`config.mk`:
```
export PLATFORM = sky130hd
export DESIGN_NAME = scs_ram
export DESIGN_NICKNAME = d
export VERILOG_FILES = /design/src/rtl/core/scs_ram.sv
export SDC_FILE = /design/constraint.sdc
export NUM_CORES = 1
export LEC_CHECK = 0
export BUFFER_PORTS_ARGS = -buffer_cell sky130_fd_sc_hd__buf_2
export CAP_MARGIN = 20
export CORE_ASPECT_RATIO = 0.75
export CORE_MARGIN = 5
export CORE_UTILIZATION = 50
export DETAILED_ROUTE_END_ITERATION = 7
export GPL_TIMING_DRIVEN = 0
export HOLD_SLACK_MARGIN = 0.05
export PLACE_DENSITY = 0.68
export SLEW_MARGIN = 30
export SYNTH_ARGS = -nofsm -noshare
export SYNTH_HDL_FRONTEND = slang
export SYNTH_SLANG_ARGS = --single-unit
```
`constraint.sdc`:
```
create_clock -name clk_i -period 2 [get_ports clk_i]
set_clock_uncertainty 0.15 [all_clocks]
set_input_delay 0.3 -clock clk_i [delete_from_list [all_inputs] [get_ports clk_i]]
set_output_delay 0.3 -clock clk_i [all_outputs]
set_load 0.02 [all_outputs]
```
`src/rtl/core/scs_ram.sv`:
```
`timescale 1ns / 1ps
module scs_ram #(
  parameter int unsigned WIDTH = 8,
  parameter int unsigned DEPTH = 64
) (
  input  logic                     clk_i,
  input  logic                     we_i,
  input  logic [$clog2(DEPTH)-1:0] waddr_i,
  input  logic [WIDTH-1:0]         wdata_i,
  input  logic [$clog2(DEPTH)-1:0] raddr_i,
  output logic [WIDTH-1:0]         rdata_o
);
  logic [WIDTH-1:0] mem_q [DEPTH];

  always_ff @(posedge clk_i) begin
    if (we_i) begin
      mem_q[waddr_i] <= wdata_i;
    end
    rdata_o <= mem_q[raddr_i];
  end
endmodule

```
# Word-level counts from Yosys, hierarchy flattened
# Memory sizes are Yosys's and may differ from the RTL's. A register that Yosys moved wholly into a read port is not among the register bits.
# Index checks and enable logic that the tools add are counted.
[word_totals]
mem_count = 1
mem_bits_rw = 512
input_bits = 22
word_cells = 3
reg_bits = 0
[op_classes]
n_mux = 2
[mem_list]
columns = ["name", "words", "width", "rd", "rd_clocked_by_memory_dff", "wr", "line", "text"]
rows = [
  ["mem_q", 64, 8, 1, 1, 1, "13", "logic [WIDTH-1:0] mem_q [DEPTH];"],
]
[ops]
columns = ["cell", "count"]
rows = [
  ["2-to-1 mux 1 bit", 2],
]

# Logic depth before layout (Yosys ltp)
[depth]
depth_word = 2
depth_mapped = 9

# Worst setup path before layout
# OpenSTA, ideal clock, no wires.
[synth_timing]
kind = "input port to flip-flop"
from = "input port raddr_i[1]"
to = "register rdata_o[3], read port of mem_q"
path_stages = 7
arrival_time_ps = 1840
required_time_ps = 1722
slack_ps = -118
setup_time_ps = 128
cell_sequence = "buf_4 -> buf_2 -> buf_2 -> mux4_2 -> mux4_2 -> o21ai_1 -> o41ai_1"
[synth_rtl]
columns = ["item", "line", "text"]
rows = [
  ["start, declared", "10", "input logic [$clog2(DEPTH)-1:0] raddr_i,"],
  ["end, declared", "11", "output logic [WIDTH-1:0] rdata_o"],
]

# Worst setup path in the final report
[layout_timing]
from = "input port waddr_i[2]"
to = "memory mem_q[29][2], enable pin"
[layout_rtl]
columns = ["item", "line", "text"]
rows = [
  ["start, declared", "8", "input logic [$clog2(DEPTH)-1:0] waddr_i,"],
  ["end, declared", "13", ""],
]
# No word-level cell before the write port.

==> metrics.md <==
| Metric | Value |
|---|---|
| Detailed Routing Iterations Pass 1 | 5 |
| Synthesized cell area | 20170 um2 |
| CP top delay family | simple AND/OR/NAND/NOR gates |
| Compound-Gate Fraction of Synth Area | 0.02072 |
| Crit start category | input port |
| Largest stage delay on the critical path | a little over 700 ps |
| Die width | 241.9 um |
| Num CTS Buffers | 49 |
| Worst reg2reg setup slack | -130 ps |
| Post-synthesis sequential area ratio | 0.7703 |
| Setup TNS | -12950 ps |
| Ant diodes | 0 |
| Via count | 9928 |
| Largest net degree at the start of global routing | 65 |
| Initial antenna violation count | 0 |
| Clock-pin slew on the worst setup and hold paths | 60 ps |
| Syn Nets | between 900 and 1k |
| Share of cells above drive strength 1 | 0.3394 |
| WP depth | 4 |
| Worst ir drop on vdd | a little over 0.8 mV |
| Total power draw | between 0.02 and 0.025 W |
| Slowest cell on crit path | nor2_2 |
| Post-Synth Simple-Gate Area | 0.03388 |
| Hold Crit Class | in -> reg |
| Crit path required time | 2050 ps |
| Clock Root Buffer | clkbuf_16 |
| Max Cap Viol | 0 |
| Pins Over Slew Limit | 0 |
| First-pass GRT wire length | 68480 um |
| GP Congestion | 0.9256 |
| Final hold violation count | 0 |
| Mux cell area share after synthesis | 0.1594 |
| Register-to-Register Path Depth | 5 |
| H-tree Lvls | 2 |
| Syn Area/Cell | 21.45 um2 |
| Buf/Inv on CP | 1 |
| Die area | between 40000 and 50000 um2 |
| Worst-margin pin slew | around 910 ps |
| P_int | about 0.017 W |
| PwrDens | 966.5 nW/um2 |
| Initial DRC Count | between 1k and 1.5k |
| Area growth from synthesis to layout | 13.92% |
| Post-layout min period | 2184 ps |
| Max clock buf depth | 3 |
| Critical Path, Cell by Cell | clkbuf_1, nor2b_1, nand3_1, nor2_2 |
| Critical path type | in -> reg |
| Dpl hpwl | between 20000 and 30000 um |
| FP Rows | 63 |
| Setup crit start | waddr_i[2] |
| XOR/XNOR Fraction of Synth Area | 0 |
| GR Util All Layers | 0.2128 |
| Worst setup EP type | flip-flop |
| CTS tree | yes |
| Total gr overflow | 0 |
| Core area | a little under 40000 um2 |
| Clock power frac | 0.396 |
| Detail Route Antenna Nets | 0 |
| Initial core utilization | 0.5076 |
| Die Y | 183.9 um |
| Reg2reg end | rdata_o[0] |
| Share of the synthesized area in the top cell type | 0.7624 |
| Fmax | 0.4579 GHz |
| Ports | 30 |
| Pleak | 7.073 nW |
| Vias in the first global route | 9953 |
| Crit path to | mem_q[29][2] |
| Syn. warnings | 0 |
| Synth area leaders | edfxtp_1, mux4_2, nor2_1, mux2i_1, dfxtp_1 |
| Final wirelength | 47230 um |
| Flop pwr share | 0.544 |
| Sw Pwr | 0.004731 W |
| Largest family of logic cells by synthesized area | multiplexers |
| Drt drc | 0 |
| Clock Latency Late Sink | 580 ps |
| Setup Viol. Count Final | 133 |
| Vias per std cell | 6.328 |
| Non-filler cells, final | between 1.5k and 2k |
| Worst-path maximum fanout | 10 |
| Mapped Cells | 940 |
| Avg WL per Cell | 30.10 um |
| Status | finished with violations |
| Worst setup margin | -183.7 ps |
| Fin crit share | 1.092 |
| Worst r2r src | mem_q[7][0] |
| Clk sinks | 520 |
| Gate power share | 0.060 |
| Fin nets | 1036 |
| Hold Slack | 91.25 ps |
| Yosys cell types | 40 |
| Number of fillers in the final layout | 2889 |
| Sw Ratio | 0.2131 |
| Synth Area in Adders | 0 |
| Synth Register Bits | 520 |
| Post-placement cell count | 1481 |
| IO Port Bufs | 21 |
| Max-slew headroom | 0.3907 |
| Leading area contributor after synthesis | edfxtp_1 |
| Worst Path Arrival | 2230 ps |
| RSZ-0062 raised after global routing | yes |
| Failing checks | setup timing |
-- power groups by stage --
stage | combinational (W) | sequential, W | clock [W]
6_report | 0.00133 | 0.0121 | 0.00879
5_1_grt | 0.00140 | 0.0121 | 0.00940
4_1_cts | 0.00128 | 0.0121 | 0.00892
3_5_place_dp | 0.00122 | 0.0123 | 0
3_3_place_gp | 0.00119 | 0.0123 | 0
2_1_floorplan | 0.000652 | 0.0123 | 0
-- kinds of logic (layout without fill, tap and decap cells) --
| kind of cell | count (synthesis) | count (layout) |
|---|---|---|
| mux | 162 | 162 |
| simple gates | 153 | 153 |
| buf+inv | 51 | 160 |
| flops | 520 | 520 |
| compound gates | 54 | 54 |
-- stage by stage --
stage                       util  setup WS, ps  cell area [um2]
final                     0.5783        -183.7            22970
after global placement    0.5276         -1149            20960
after CTS                 0.5728        -215.9            22760
after floorplan                -         1.549            20200
after global routing      0.5783        -161.1            22970
after detailed placement  0.5283         -1201            20990
-- cells in the mapped netlist --
cell and count:
nor3_1 7, o311ai_1 1, edfxtp_1 512, nand4b_1 1
buf_2 11, o21ai_1 2, nand2b_1 7, o32ai_1 2
o41ai_1 2, mux2i_1 23, nand3b_1 3, o21a_1 2
a2111oi_0 2, buf_12 2, o21ai_0 2, nor4_1 2
o2bb2ai_1 3, a22oi_1 3, nand3_1 13, nor2b_1 14
a21oi_1 3, nor2_1 83, or3_1 1, clkbuf_1 17
buf_6 4, and2_1 1, a221oi_1 6, o221a_2 2
a211oi_1 4, mux2_2 13, a31oi_1 1, mux4_2 126
o2111ai_1 3, o22ai_1 8, buf_1 4, nand2_1 19
o221ai_1 8, buf_4 13, nand4_1 2, dfxtp_1 8
-- area by class of cell --
cell class	count	area, um2	area share
clock inverter	20	123.9	0.005392
tap	520	650.6	0.02832
buffer	51	394.1	0.01716
clock buffer	66	1374	0.05980
sequential	520	15530	0.6762
multi-input combinational	369	4756	0.2070
timing repair buffer	23	140.1	0.006100
-- cell usage in the layout (no fill, tap or decap), drive strengths merged, types with 7 or more instances in the layout --
master / synthesis / routed
mux4: 126 / 126
buf: 34 / 56
dfxtp: 8 / 8
nor2: 83 / 83
mux2: 13 / 13
clkbuf: 17 / 84
nand3: 13 / 13
nand2b: 7 / 7
edfxtp: 512 / 512
nor3: 7 / 7
mux2i: 23 / 23
o221ai: 8 / 8
nor2b: 14 / 14
o22ai: 8 / 8
clkinv: 0 / 18
nand2: 19 / 19
-- worst min-delay path by stage --
| stage | from | endpoint | slack [ps] | cells past startpoint |
|---|---|---|---|---|
| 2_1_floorplan | wdata_i[0] | mem_q[0][0] | 250 | 0 |
| 3_3_place_gp | rdata_o[0] | rdata_o[0] | 570 | 1 |
| 3_5_place_dp | rdata_o[1] | rdata_o[1] | 570 | 1 |
| 4_1_cts | raddr_i[5] | rdata_o[5] | 50 | 2 |
| 5_1_grt | raddr_i[5] | rdata_o[3] | 90 | 2 |
| 6_report | raddr_i[5] | rdata_o[3] | 90 | 2 |
-- registers in the layout (all words and copies together), names as in the netlist --
| register | flops |
|---|---|
| rdata_o | 8 |
| mem_q | 512 |
-- worst register-to-register path, delay by kind of cell (launching register included) --
| family | cells | cell delay (ps) |
|---|---|---|
| muxes | 2 | 1090 |
| DFF | 1 | 370 |
| and+or+nand+nor | 2 | 190 |
| AOI/OAI and AO/OA | 1 | 170 |
-- routing by layer --
metal / global-route usage / share of wire
met2: 0.3048 / 0.44
met4: 0.06799 / 0.029
met3: 0.06773 / 0.11
met1: 0.3168 / 0.42
met5: 0 / 0
-- repair_timing --
action                     in CTS  in global routing
cloned                          0                  0
pin swaps                       5                  4
hold buffers                    0                  0
setup endpoints to repair     232                370
hold endpoints to repair        0                  0
buffers inserted                0                  2
resized for setup              71                 55
Power figures use the tool's default switching activity.
